==> config.mk <==
export PLATFORM = sky130hd
export DESIGN_NAME = stable_insertion_sort_by_ten_distance_unit
export DESIGN_NICKNAME = d
export VERILOG_FILES = /design/src/rtl/core/sisort_pkg.sv /design/src/rtl/core/stable_insertion_sort_by_ten_distance_unit.sv /design/src/rtl/core/sisort_ram.sv /design/src/rtl/core/sisort_key.sv /design/src/rtl/core/sisort_scan.sv
export SDC_FILE = /design/constraint.sdc
export NUM_CORES = 2
export LEC_CHECK = 0
export ABC_AREA = 0
export BUFFER_PORTS_ARGS = -buffer_cell sky130_fd_sc_hd__buf_2
export CAP_MARGIN = 30
export CORE_MARGIN = 1.5
export CORE_UTILIZATION = 38
export CTS_BUF_LIST = sky130_fd_sc_hd__clkbuf_8 sky130_fd_sc_hd__clkbuf_16
export DETAILED_ROUTE_END_ITERATION = 10
export PLACE_DENSITY = 0.6
export SYNTH_ARGS = -nofsm -noshare
export SYNTH_HDL_FRONTEND = slang
export SYNTH_SLANG_ARGS = --single-unit
==> constraint.sdc <==
create_clock -name clk -period 5.7 [get_ports clk]
set_input_delay 0 -clock clk [delete_from_list [all_inputs] [get_ports clk]]
set_output_delay 0 -clock clk [all_outputs]
set_load 0.05 [all_outputs]
==> src/rtl/core/sisort_pkg.sv <==
`timescale 1ns / 1ps
// ============================================================================
// sisort_pkg
// Shared types and constants of the stable distance-key sorter.
// ============================================================================
package sisort_pkg;

    localparam int VALUE_W      = 32;
    localparam int KEY_W        = 3;
    localparam int ENTRY_W      = VALUE_W + KEY_W;
    localparam int OUT_TDATA_W  = ((ENTRY_W + 7) / 8) * 8;
    localparam int CAPACITY_DEF = 64;

    localparam int SUM_W        = 10;
    localparam int PROD_W       = 18;
    localparam int QUOT_W       = 7;
    localparam int REM_W        = 4;
    localparam int DIV10_MUL    = 205;
    localparam int DIV10_SHIFT  = 11;

    localparam logic [REM_W-1:0] HALF_TEN = 4'd5;
    localparam logic [REM_W-1:0] TEN      = 4'd10;

    typedef struct packed {
        logic                 valid;
        logic                 last;
        logic [VALUE_W-1:0]   value;
        logic [KEY_W-1:0]     key;
    } item_t;

    typedef struct packed {
        logic start;
        logic overflow;
    } scan_ctl_t;

    typedef enum logic [1:0] {
        ST_COLLECT,
        ST_WAIT,
        ST_READ,
        ST_CHECK
    } scan_state_t;

endpackage

==> src/rtl/core/stable_insertion_sort_by_ten_distance_unit.sv <==
`timescale 1ns / 1ps
// ============================================================================
// stable_insertion_sort_by_ten_distance_unit
// Stable sorter of signed values by distance to the nearest multiple of ten.
// ============================================================================
// Values are taken one per cycle while the block collects a set, and pass the
// key pipeline before they are written in arrival order into a single store
// of CAPACITY entries. The transaction marked tlast closes the set: input
// stalls, and the output sequencer reads the store once for each key from
// zero to five, reading each stored entry in a READ state and checking it in
// a CHECK state, emitting entries whose key matches that pass. The pace of the
// scan is bounded by the single read port of the store; results wait in an
// output register, so a stalled consumer only pauses the scan. Values beyond
// CAPACITY are dropped and flagged on every result of the run. The store
// needs no clearing after reset.
module stable_insertion_sort_by_ten_distance_unit #(
    parameter int CAPACITY = sisort_pkg::CAPACITY_DEF
) (
    input  logic                                clk,
    input  logic                                rst_n,
    input  logic                                s_axis_tvalid,
    output logic                                s_axis_tready,
    // [31:0] value
    input  logic [sisort_pkg::VALUE_W-1:0]      s_axis_tdata,
    input  logic                                s_axis_tlast,
    output logic                                m_axis_tvalid,
    input  logic                                m_axis_tready,
    // [31:0] sorted_value, [34:32] distance_key, [39:35] zero
    output logic [sisort_pkg::OUT_TDATA_W-1:0]  m_axis_tdata,
    output logic                                m_axis_tlast,
    // [0] overflowed
    output logic [0:0]                          m_axis_tuser
);

    localparam int CNT_W  = $clog2(CAPACITY + 1);
    localparam int ADDR_W = $clog2(CAPACITY);

    sisort_pkg::item_t               item;
    sisort_pkg::scan_ctl_t           ctl;

    logic [CNT_W-1:0]                count_reg, count_next;
    logic                            overflow_reg, overflow_next;
    logic                            full;
    logic                            wr_en;
    logic                            rd_en;
    logic [ADDR_W-1:0]               rd_addr;
    logic [sisort_pkg::ENTRY_W-1:0]  rd_data;
    logic                            done;
    logic                            accept;

    assign accept = s_axis_tvalid && s_axis_tready;
    assign full   = (count_reg == CNT_W'(CAPACITY));
    assign wr_en  = item.valid && !full;

    always_comb
    begin
        count_next    = count_reg;
        overflow_next = overflow_reg;
        if (done)
        begin
            count_next    = '0;
            overflow_next = 1'b0;
        end
        else if (item.valid)
        begin
            if (full)
            begin
                overflow_next = 1'b1;
            end
            else
            begin
                count_next = count_reg + 1'b1;
            end
        end
    end

    always_ff @(posedge clk or negedge rst_n)
    begin
        if (!rst_n)
        begin
            count_reg    <= '0;
            overflow_reg <= 1'b0;
        end
        else
        begin
            count_reg    <= count_next;
            overflow_reg <= overflow_next;
        end
    end

    assign ctl.start    = item.valid && item.last;
    assign ctl.overflow = overflow_reg;

    sisort_key u_key (
        .clk      (clk),
        .rst_n    (rst_n),
        .in_valid (accept),
        .in_last  (s_axis_tlast),
        .in_value (s_axis_tdata),
        .item     (item)
    );

    sisort_ram #(
        .WIDTH (sisort_pkg::ENTRY_W),
        .DEPTH (CAPACITY)
    ) u_store (
        .clk     (clk),
        .wr_en   (wr_en),
        .wr_addr (count_reg[ADDR_W-1:0]),
        .wr_data ({item.key, item.value}),
        .rd_en   (rd_en),
        .rd_addr (rd_addr),
        .rd_data (rd_data)
    );

    sisort_scan #(
        .CAPACITY (CAPACITY)
    ) u_scan (
        .clk           (clk),
        .rst_n         (rst_n),
        .in_tvalid     (s_axis_tvalid),
        .in_tlast      (s_axis_tlast),
        .in_tready     (s_axis_tready),
        .ctl           (ctl),
        .count         (count_reg),
        .rd_en         (rd_en),
        .rd_addr       (rd_addr),
        .rd_data       (rd_data),
        .done          (done),
        .m_axis_tvalid (m_axis_tvalid),
        .m_axis_tready (m_axis_tready),
        .m_axis_tdata  (m_axis_tdata),
        .m_axis_tlast  (m_axis_tlast),
        .m_axis_tuser  (m_axis_tuser)
    );

endmodule

==> src/rtl/core/sisort_ram.sv <==
`timescale 1ns / 1ps
// ============================================================================
// sisort_ram
// Generic simple dual-port RAM with one write port and a registered read.
// ============================================================================
module sisort_ram #(
    parameter int WIDTH = 8,
    parameter int DEPTH = 16
) (
    input  logic                     clk,
    input  logic                     wr_en,
    input  logic [$clog2(DEPTH)-1:0] wr_addr,
    input  logic [WIDTH-1:0]         wr_data,
    input  logic                     rd_en,
    input  logic [$clog2(DEPTH)-1:0] rd_addr,
    output logic [WIDTH-1:0]         rd_data
);

    logic [WIDTH-1:0] mem [DEPTH];
    logic [WIDTH-1:0] rd_data_reg;

    always_ff @(posedge clk)
    begin
        if (wr_en)
        begin
            mem[wr_addr] <= wr_data;
        end
        if (rd_en)
        begin
            rd_data_reg <= mem[rd_addr];
        end
    end

    assign rd_data = rd_data_reg;

endmodule

==> src/rtl/core/sisort_key.sv <==
`timescale 1ns / 1ps
// ============================================================================
// sisort_key
// Three-stage pipeline that computes the distance of a value to the nearest
// multiple of ten.
// ============================================================================
module sisort_key (
    input  logic                             clk,
    input  logic                             rst_n,
    input  logic                             in_valid,
    input  logic                             in_last,
    input  logic [sisort_pkg::VALUE_W-1:0]   in_value,
    output sisort_pkg::item_t                item
);

    // Stage one holds the magnitude, stage two the folded nibble sum.
    logic                            s1_valid_reg, s1_valid_next;
    logic                            s1_last_reg, s1_last_next;
    logic [sisort_pkg::VALUE_W-1:0]  s1_value_reg, s1_value_next;
    logic [sisort_pkg::VALUE_W-1:0]  s1_mag_reg, s1_mag_next;

    logic                            s2_valid_reg, s2_valid_next;
    logic                            s2_last_reg, s2_last_next;
    logic [sisort_pkg::VALUE_W-1:0]  s2_value_reg, s2_value_next;
    logic [sisort_pkg::SUM_W-1:0]    s2_sum_reg, s2_sum_next;

    sisort_pkg::item_t               item_reg, item_next;

    logic [sisort_pkg::SUM_W-1:0]    nib_sum;
    logic [sisort_pkg::PROD_W-1:0]   prod;
    logic [sisort_pkg::QUOT_W-1:0]   quot;
    logic [sisort_pkg::SUM_W-1:0]    rem_full;
    logic [sisort_pkg::REM_W-1:0]    rem;
    logic [sisort_pkg::REM_W-1:0]    folded;

    always_comb
    begin
        s1_valid_next = in_valid;
        s1_last_next  = in_last;
        s1_value_next = in_value;
        s1_mag_next   = in_value[sisort_pkg::VALUE_W-1] ? (~in_value + 1'b1) : in_value;
    end

    // Every power of sixteen above one leaves six modulo ten.
    always_comb
    begin
        nib_sum = '0;
        for (int i = 1; i < sisort_pkg::VALUE_W / 4; i++)
        begin
            nib_sum = nib_sum + sisort_pkg::SUM_W'(s1_mag_reg[i*4 +: 4]);
        end
        s2_valid_next = s1_valid_reg;
        s2_last_next  = s1_last_reg;
        s2_value_next = s1_value_reg;
        s2_sum_next   = (nib_sum << 2) + (nib_sum << 1)
                        + sisort_pkg::SUM_W'(s1_mag_reg[3:0]);
    end

    always_comb
    begin
        prod     = sisort_pkg::PROD_W'(s2_sum_reg)
                   * sisort_pkg::PROD_W'(sisort_pkg::DIV10_MUL);
        quot     = prod[sisort_pkg::DIV10_SHIFT +: sisort_pkg::QUOT_W];
        rem_full = s2_sum_reg - sisort_pkg::SUM_W'(quot) * sisort_pkg::SUM_W'(sisort_pkg::TEN);
        rem      = rem_full[sisort_pkg::REM_W-1:0];
        folded   = (rem <= sisort_pkg::HALF_TEN) ? rem : (sisort_pkg::TEN - rem);
        item_next.valid = s2_valid_reg;
        item_next.last  = s2_last_reg;
        item_next.value = s2_value_reg;
        item_next.key   = folded[sisort_pkg::KEY_W-1:0];
    end

    always_ff @(posedge clk or negedge rst_n)
    begin
        if (!rst_n)
        begin
            s1_valid_reg   <= 1'b0;
            s2_valid_reg   <= 1'b0;
            item_reg       <= '0;
        end
        else
        begin
            s1_valid_reg   <= s1_valid_next;
            s2_valid_reg   <= s2_valid_next;
            item_reg       <= item_next;
        end
    end

    always_ff @(posedge clk)
    begin
        s1_last_reg    <= s1_last_next;
        s1_value_reg   <= s1_value_next;
        s1_mag_reg     <= s1_mag_next;
        s2_last_reg    <= s2_last_next;
        s2_value_reg   <= s2_value_next;
        s2_sum_reg     <= s2_sum_next;
    end

    assign item = item_reg;

endmodule

==> src/rtl/core/sisort_scan.sv <==
`timescale 1ns / 1ps
// ============================================================================
// sisort_scan
// Input gating and output sequencer: reads the store once per key value and
// emits matching entries in stored order.
// ============================================================================
module sisort_scan #(
    parameter int CAPACITY = sisort_pkg::CAPACITY_DEF
) (
    input  logic                                clk,
    input  logic                                rst_n,
    input  logic                                in_tvalid,
    input  logic                                in_tlast,
    output logic                                in_tready,
    input  sisort_pkg::scan_ctl_t               ctl,
    input  logic [$clog2(CAPACITY+1)-1:0]       count,
    output logic                                rd_en,
    output logic [$clog2(CAPACITY)-1:0]         rd_addr,
    input  logic [sisort_pkg::ENTRY_W-1:0]      rd_data,
    output logic                                done,
    output logic                                m_axis_tvalid,
    input  logic                                m_axis_tready,
    output logic [sisort_pkg::OUT_TDATA_W-1:0]  m_axis_tdata,
    output logic                                m_axis_tlast,
    output logic [0:0]                          m_axis_tuser
);

    localparam int CNT_W  = $clog2(CAPACITY + 1);
    localparam int ADDR_W = $clog2(CAPACITY);

    sisort_pkg::scan_state_t state_reg, state_next;

    logic [sisort_pkg::KEY_W-1:0]      pass_reg, pass_next;
    logic [CNT_W-1:0]                  idx_reg, idx_next;
    logic [CNT_W-1:0]                  emitted_reg, emitted_next;
    logic                              out_valid_reg, out_valid_next;
    logic [sisort_pkg::ENTRY_W-1:0]    out_data_reg, out_data_next;
    logic                              out_last_reg, out_last_next;
    logic                              out_ovf_reg, out_ovf_next;

    logic                              slot_free;
    logic                              end_of_pass;
    logic                              match;
    logic                              is_last;

    assign slot_free   = !out_valid_reg || m_axis_tready;
    assign end_of_pass = (idx_reg == count);
    assign match       = (rd_data[sisort_pkg::ENTRY_W-1 -: sisort_pkg::KEY_W] == pass_reg);
    assign is_last     = ((emitted_reg + 1'b1) == count);

    always_comb
    begin
        state_next = state_reg;
        case (state_reg)
            sisort_pkg::ST_COLLECT:
            begin
                if (in_tvalid && in_tlast)
                begin
                    state_next = sisort_pkg::ST_WAIT;
                end
            end
            sisort_pkg::ST_WAIT:
            begin
                if (ctl.start)
                begin
                    state_next = sisort_pkg::ST_READ;
                end
            end
            sisort_pkg::ST_READ:
            begin
                if (!end_of_pass && slot_free)
                begin
                    state_next = sisort_pkg::ST_CHECK;
                end
            end
            sisort_pkg::ST_CHECK:
            begin
                if (match && is_last)
                begin
                    state_next = sisort_pkg::ST_COLLECT;
                end
                else
                begin
                    state_next = sisort_pkg::ST_READ;
                end
            end
            default:
            begin
                state_next = sisort_pkg::ST_COLLECT;
            end
        endcase
    end

    always_comb
    begin
        in_tready = 1'b0;
        rd_en     = 1'b0;
        done      = 1'b0;
        case (state_reg)
            sisort_pkg::ST_COLLECT:
            begin
                in_tready = 1'b1;
            end
            sisort_pkg::ST_READ:
            begin
                rd_en = !end_of_pass && slot_free;
            end
            sisort_pkg::ST_CHECK:
            begin
                done = match && is_last;
            end
            default:
            begin
                in_tready = 1'b0;
            end
        endcase
    end

    assign rd_addr = idx_reg[ADDR_W-1:0];

    always_comb
    begin
        pass_next      = pass_reg;
        idx_next       = idx_reg;
        emitted_next   = emitted_reg;
        out_valid_next = out_valid_reg && !m_axis_tready;
        out_data_next  = out_data_reg;
        out_last_next  = out_last_reg;
        out_ovf_next   = out_ovf_reg;
        case (state_reg)
            sisort_pkg::ST_WAIT:
            begin
                pass_next    = '0;
                idx_next     = '0;
                emitted_next = '0;
            end
            sisort_pkg::ST_READ:
            begin
                if (end_of_pass)
                begin
                    pass_next = pass_reg + 1'b1;
                    idx_next  = '0;
                end
                else if (slot_free)
                begin
                    idx_next = idx_reg + 1'b1;
                end
            end
            sisort_pkg::ST_CHECK:
            begin
                if (match)
                begin
                    out_valid_next = 1'b1;
                    out_data_next  = rd_data;
                    out_last_next  = is_last;
                    out_ovf_next   = ctl.overflow;
                    emitted_next   = emitted_reg + 1'b1;
                end
            end
            default:
            begin
                pass_next = pass_reg;
            end
        endcase
    end

    always_ff @(posedge clk or negedge rst_n)
    begin
        if (!rst_n)
        begin
            state_reg     <= sisort_pkg::ST_COLLECT;
            pass_reg      <= '0;
            idx_reg       <= '0;
            emitted_reg   <= '0;
            out_valid_reg <= 1'b0;
        end
        else
        begin
            state_reg     <= state_next;
            pass_reg      <= pass_next;
            idx_reg       <= idx_next;
            emitted_reg   <= emitted_next;
            out_valid_reg <= out_valid_next;
        end
    end

    always_ff @(posedge clk)
    begin
        out_data_reg <= out_data_next;
        out_last_reg <= out_last_next;
        out_ovf_reg  <= out_ovf_next;
    end

    assign m_axis_tvalid   = out_valid_reg;
    assign m_axis_tdata    = sisort_pkg::OUT_TDATA_W'(out_data_reg);
    assign m_axis_tlast    = out_last_reg;
    assign m_axis_tuser[0] = out_ovf_reg;

endmodule
## Yosys cells after proc, flatten, opt, wreduce, memory -nomap -nowiden

Memory sizes are Yosys's and may differ from the RTL's. A register that Yosys moved wholly into a read port is not among the register bits.
Cells that the tools add are included.

- Register bits: 212
- Memory bits (writable): 2240
- Input port bits: 37
- Memories kept: 1

Memories:

| name | words | width | read ports | clocked after Yosys merged registers in | wr ports | RTL line | text |
|---|---|---|---|---|---|---|---|
| u_store.mem | 64 | 35 | 1 | 1 | 1 | sisort_ram.sv:19 | `logic [WIDTH-1:0] mem [DEPTH];` |

- $add $sub $neg: 15
- $mul: 2
- $lt $le $gt $ge: 1
- Equal/unequal tests: 14
- Muxes and demuxes: 27
- Bitwise operators: 1
- Reductions and logical operators: 24

Operators with widths:

| kind | number |
|---|---|
| adder 9 x 4 -> 9 bit | 5 |
| two-way mux 7 bit | 6 |
| adder 32 x 1 -> 32 bit (second input constant) | 1 |
| NOT 32 bit | 1 |
| two-way mux 31 bit | 1 |
| one-hot mux 7 bit (2 select lines) | 2 |
| adder 7 x 1 -> 7 bit (second input constant) | 3 |
| multiplier 10 x 8 -> 18 bit (second input constant) | 1 |
| == test 7 bit | 2 |
| AND reduction 2 bit | 6 |
| adder 10 bit | 1 |
| adder 10 x 4 -> 10 bit | 1 |
| two-way mux 1 bit | 10 |
| inequality test 2 x 1 -> 1 bit (second input constant) | 5 |
| two-way mux 2 bit | 4 |
| one-hot mux 2 bit (4 select lines) | 1 |
| nonzero test 2 bit | 4 |
| == test 7 bit (second input constant) | 1 |
| logical AND 1 bit | 7 |
| multiplier 7 x 3 -> 3 bit (second input constant) | 1 |
| two-way mux 3 bit | 2 |
| one-hot mux 3 bit (2 select lines) | 1 |
| adder 4 x 4 -> 5 bit | 1 |
| == test 2 bit (second input constant) | 2 |
| 12 further kinds | 15 |

## Depth between registers and ports, before layout

- Word-level depth: 8
- Gate-level depth with buffers: 20
- Depth with buffers taken out: 20

## Cells and area by module

From an unflattened synthesis, not the netlist that was laid out.

- Cells, all modules: 4576
- Area total of the unflattened synthesis: 95631.7 um2

Modules (own cells, without submodules):

| module | times used | cells each | area each (um2) | seq. area each (um2) |
|---|---|---|---|---|
| sisort_ram | 1 | 3835 | 86518.0 | 68315.5 |
| sisort_key | 1 | 485 | 6028.3 | 3072.9 |
| sisort_scan | 1 | 205 | 2598.7 | 1611.5 |
| stable_insertion_sort_by_ten_distance_unit | 1 | 51 | 486.7 | 200.2 |

## Worst setup path after synthesis

No wires, ideal clock.

- Path kind: register to register
- Start point: register u_key.s2_sum_reg[5] (netlist bit)
- End point: register u_key.item_reg, in the netlist u_key.item[2]
- Library setup time: 124 ps
- Data arrival time: 4765 ps
- Setup slack: 811 ps
- Cell stages (with the launch flop): 20
- Clock period less this slack: 4889 ps
- Path through: dfxtp_1 ha_1 fa_1 fa_1 inv_1 fa_1 inv_1 ha_1 and4_1 a21oi_1 nand2_1 xor2_1 ha_1 fa_1 xnor2_1 xnor2_1 xnor2_1 and4_1 or2_2 a211o_1

- Longest elaborated chain between the ends: 5
- Elaborated cells between the ends (all ways): 6

Ends and longest elaborated chain:

| element | RTL line | text |
|---|---|---|
| start: declaration | sisort_key.sv:25 | `logic [sisort_pkg::SUM_W-1:0] s2_sum_reg, s2_sum_next;` |
| start signal: assignment | sisort_key.sv:96 | `s2_sum_reg <= s2_sum_next;` |
| multiplier 10 x 8 -> 18 bit * | sisort_key.sv:62 | `* sisort_pkg::PROD_W'(sisort_pkg::DIV10_MUL);` |
| multiplier 7 x 3 -> 3 bit * | sisort_key.sv:64 | `rem_full = s2_sum_reg - sisort_pkg::SUM_W'(quot) * sisort_pkg::SUM_W'(sisort_pkg::TEN);` |
| subtractor 4 bit * | sisort_key.sv:64 |  |
| less-or-equal comparator 4 x 3 -> 1 bit or subtractor 2 x 3 -> 3 bit (tied branches) | sisort_key.sv:66 | `folded = (rem <= sisort_pkg::HALF_TEN) ? rem : (sisort_pkg::TEN - rem);` |
| two-way mux 3 bit * | sisort_key.sv:66 |  |
| net u_key.folded (one bit) | sisort_key.sv:34 | `logic [sisort_pkg::REM_W-1:0] folded;` |
| end signal: assignment | sisort_key.sv:85 | `item_reg <= item_next;` |
| end: declaration | sisort_key.sv:27 | `sisort_pkg::item_t item_reg, item_next;` |

The timed path passes the listed nets; every way through them passes the cells marked *.
A chain may end at the register's enable or synchronous reset.

## Worst setup path after layout

- Start point: register u_key.s2_sum_reg[0] (netlist bit)
- End point: register u_key.item_reg, in the netlist u_key.item[2]

- Longest elaborated chain between the ends: 5
- Elaborated cells between the ends (all ways): 6

Ends and longest elaborated chain:

| element | RTL line |
|---|---|
| multiplier 10 x 8 -> 18 bit | sisort_key.sv:62 |
| multiplier 7 x 3 -> 3 bit | sisort_key.sv:64 |
| subtractor 4 bit * | sisort_key.sv:64 |
| less-or-equal comparator 4 x 3 -> 1 bit or subtractor 2 x 3 -> 3 bit (tied branches) | sisort_key.sv:66 |
| two-way mux 3 bit * | sisort_key.sv:66 |
| net u_key.folded (one bit) | sisort_key.sv:34 |

Marks and branches as above.

==> results.md <==
Worst setup path:
- For this design, the slowest cell found on the critical path is dfxtp_1.
- On the worst path, the slowest cell contributes a delay of 510 ps.
- The worst register-to-register path begins at u_key.s2_sum_reg[0].
- The critical path starts at u_key.s2_sum_reg[0].
- The data arrival time of the critical path is 5940 ps.
- The type of origin of the critical path is a flip-flop.
- The gate family responsible for the most delay along the worst path is adder cells.
- By startpoint and endpoint, the worst setup path is classified as flip-flop to flip-flop.
- The endpoint type of the worst setup path is a flip-flop.
- The number of buffers and inverters on the critical path is 2.
- At the worst endpoint, the required time is 6450 ps.
- Of all nets on the critical path, the largest fanout is 7.
- Walking the worst path, the cells encountered are ha_1 -> fa_1 -> fa_1 -> inv_1 -> fa_1 -> inv_1 -> ha_1 -> a211oi_1 -> or2_2 -> nand2_1 -> xor2_1 -> ha_1 -> fa_1 -> xnor2_1 -> xnor2_1 -> xnor2_1 -> and4_1 -> or2_2 -> a211o_1.
- The most common cell type on the critical path is fa_1.

Finish:
- The post-synthesis to final-layout area growth is 15.7%.
- The number of fillers in the final layout is 20094.
- The register with the most flip-flops in the layout has 2176 of them.
- The number of cells in the finished layout apart from fillers is 7654.
- The net count of the finished layout is 4411.
- After routing the design area is 107000 um2.
- Registers take 71300 um2.
- Of the cells placed in the final design, the portion with a size suffix greater than 1 is 0.313.
- The area occupied by multi-input gates is 20500 um2.

Pwr:
- For this design the ratio of total power to cell area is 441 nW/um2.
- The total power draw is 47100 uW.
- The total leakage power is 0.0332 uW.
- The worst-case IR drop observed on VDD is 0.000907 V.

Yosys:
- Of the post-synthesis cell area, the dominant cell type holds 0.731.
- The post-synthesis instance area is 92300 um2.
- The post-synthesis mux area share is 0.175.
- By area the synthesized netlist is led by edfxtp_1, mux4_2, dfxtp_1, dfrtp_1, ha_1.
- For this run, the number of Yosys warnings is 0.
- The average footprint of a synthesized cell is 23.7 um2.
- The library cell with the highest instance count after synthesis is edfxtp_1.
- The fraction of the mapped netlist area in adder cells is 0.0172.
- The post-synthesis simple-gate area fraction is 0.0108.
- The cell taking the most area after synthesis is edfxtp_1.
- The share of the yosys chip area belonging to registers is 0.771.
- The post-synthesis cell count is 3893.
- The most used flip-flop cell after synthesis is edfxtp_1.
- Of the total synthesized cell area, the portion taken by XOR and XNOR cells is 0.00740.
- The number of synthesized flops with an enable pin is 2246.
- The netlist uses 59 different library cells.
- The commonest cells after synthesis are edfxtp_1, mux4_2, dfxtp_1.
- The fraction of registers with async set/reset is 0.0273.
- Synthesis inferred 2418 register bits.
- The post-synthesis compound-gate area fraction was 0.00611.
- By area, the combinational part of the netlist is dominated by multiplexers.

Timing:
- Setup violations remaining at the end of the flow were counted as 0.
- For the final routed database, the setup TNS stands at 0 ps.
- The worst slew slack as a fraction of its limit is 0.295.
- The worst hold slack after final layout is 82.5 ps.
- Setup repair after global routing left no endpoint under its margin.
- Timing would allow up to 193 MHz.
- The clock period minus final worst setup slack is 5180 ps.
- For the final database, setup skew stands at 53.8 ps.
- The number of hold-slack violations in the final timing report was 0.
- The transition time of the tightest slew-check pin is 1050 ps.
- The number of pins with negative max-slew slack in the final report is 0.
- The share of the cycle needed by the critical path after routing is 0.910.

Detailed routing:
- The initial DRC count is 4287.
- The number of nets with antenna violations after routing is 0.
- The average wire length per cell after detail routing is 27.8 um.
- The via count of the routed design is 41397.
- The post-detailed-route via-to-cell ratio is 5.41.
- The number of remaining DRC errors is 0.
- The final layout contains routed wiring with a total length of 212000 um.
- The first detailed-routing pass ran for 5 iterations.

CTS:
- At the later pin of the worst-skew pair, clock insertion delay measures 880 ps.
- The deepest level of the CTS H-tree is 4.
- Post-CTS timing repair inserted 0 buffers for setup.
- TritonCTS created 229 clock buffers.
- In this run the deepest clock path goes through 3 buffers.
- The clock-pin transition on the worst setup and hold timing paths is 60 ps.
- The CTS tree is built.
- Clock tree synthesis selected as its root buffer the cell clkbuf_16.
- The clock sink count is 2418.

GRT:
- The aggregate global-route resource usage is 0.174.
- The first global-routing pass estimated 307000 um of wire.
- After global routing the overflow that remains totals 0.
- The number of antenna violations at the first check in global routing is 16.
- Entering global routing, the biggest net connects 67 pins.
- The number of global-route vias before repair is 43234.

Place:
- After legalization and detailed placement, the total HPWL measured 124000 um.
- The routability-driven placement congestion ratio is 0.802.
- Summing all placed instances gives a cell area of 98100 um2.
- The count of buffers added on input and output ports is 75.
- The number of placed instances with taps included is 7126.

Die:
- The effective utilization at floorplan is 0.383.
- The die is 496 um tall.
- Measured along the x axis, the die boundary spans 496 um.
- The floorplan step defined a die boundary enclosing 246000 um2.
- The core region is 241000 um2.
- For this design the top-level I/O count stands at 81.
- The initialized floorplan defines 180 standard-cell rows.

Job:
- Across the run, the number of max-cap violations was 0.

Worst hold path:
- The worst hold-check path type is input pin to flip-flop.
- The worst min-delay path startpoint is s_axis_tdata[18].

Outcome:
- The run finished with clean final reports.
==> per-layer routing <==
metal | share of wire | wire (um) | up-vias | GRT usage
met3 | 0.074 | 15700 | 286 | 0.0384
met2 | 0.48 | 102000 | 1413 | 0.276
li1 | - | - | 17172 | -
met1 | 0.42 | 90200 | 22520 | 0.242
met4 | 0.022 | 4740 | 6 | 0.0459
met5 | 0.00018 | 38 | - | 0
==> what timing repair did <==
item,4_1_cts,5_1_grt
hold endpoints to repair,141,1
hold buffers,83,1
resized for setup,0,0
==> layout make-up <==
| type | instances | share of cell area |
|---|---|---|
| flip-flops and latches | 2418 | 0.668 |
| multi-input cells | 1200 | 0.192 |
| clock buffers | 244 | 0.0561 |
| well taps | 3185 | 0.0373 |
| repair buffers | 324 | 0.0292 |
| clock inverters | 181 | 0.0147 |
| inverters | 97 | 0.00341 |
| diodes | 5 | 0.000117 |
==> cells in the final DEF, fill, tap and decap left out, types with 8 or more instances in the layout <==
cell type / Yosys / final
clkbuf_16: 0 / 234
dfxtp_1: 106 / 106
ha_1: 66 / 66
buf_4: 7 / 113
nor2_1: 97 / 33
nand2_1: 38 / 38
nand2b_1: 8 / 8
a21o_1: 8 / 8
clkinv_4: 0 / 8
xor2_1: 28 / 28
nor2_4: 0 / 64
mux4_2: 714 / 714
buf_2: 58 / 74
a21oi_1: 17 / 17
edfxtp_1: 2246 / 2246
dfrtp_2: 0 / 31
clkinv_1: 0 / 47
clkinv_2: 0 / 37
dlygate4sd3_1: 0 / 84
clkbuf_8: 0 / 10
xnor2_1: 50 / 50
buf_12: 0 / 51
nand3_1: 14 / 14
o21ai_0: 23 / 23
o31ai_1: 10 / 10
inv_1: 97 / 143
nand4_1: 11 / 11
dfrtp_1: 66 / 31
fa_1: 38 / 38
bufinv_16: 0 / 20
==> stage by stage <==
| stage | utilization | setup WS [ps] |
|---|---|---|
| detailed placement | 0.407 | 491 |
| global route | 0.443 | 169 |
| finish | 0.443 | 515 |
| global placement | 0.406 | 515 |
| CTS | 0.442 | 469 |
| floorplan | - | 811 |
==> worst paths after layout <==
| check | endpoint | slack (ps) | cells after the start |
|---|---|---|---|
| setup / recovery | u_key.item[2] | 520 | 19 |
| hold / removal | u_key.s1_mag_reg[20] | 80 | 4 |
| setup reg to reg | u_key.item[2] | 520 | 19 |
| hold reg to reg | u_key.s2_last_reg | 290 | 0 |
| max in group asynchronous | u_key.item[21] | 4150 | 4 |
| min in group asynchronous | u_key.item[27] | 400 | 4 |
==> report_power, final <==
group / internal, uW / total (uW) / leakage, uW / switching [uW]
clock network: 8500 / 15100 / 0.00387 / 6610
logic: 5330 / 11500 / 0.00742 / 6180
registers: 20100 / 20500 / 0.0219 / 366
total: 33900 / 47100 / 0.0332 / 13200
==> kinds of logic (layout without fill, tap and decap cells) <==
logic type               count (synthesis)  after routing
AO/OA/AOI/OAI                           86             86
XOR/XNOR                                78             78
adder cells (fa/ha/maj)                104            104
buffers and inverters                  279            846
flip-flops                            2418           2418
multiplexers                           718            718
other                                    1             10
AND/OR/NAND/NOR                        209            209
==> worst reg2reg max path, stage by stage, from the launching register on <==
cell and delay (ps):
dfxtp_1 510, ha_1 280, fa_1 450, fa_1 500, inv_1 50, fa_1 470, inv_1 40, ha_1 280
a211oi_1 300, or2_2 210, nand2_1 80, xor2_1 160, ha_1 210, fa_1 400, xnor2_1 140, xnor2_1 190
xnor2_1 100, and4_1 180, or2_2 270, a211o_1 250
No activity file was read; power rests on OpenSTA's default activity.
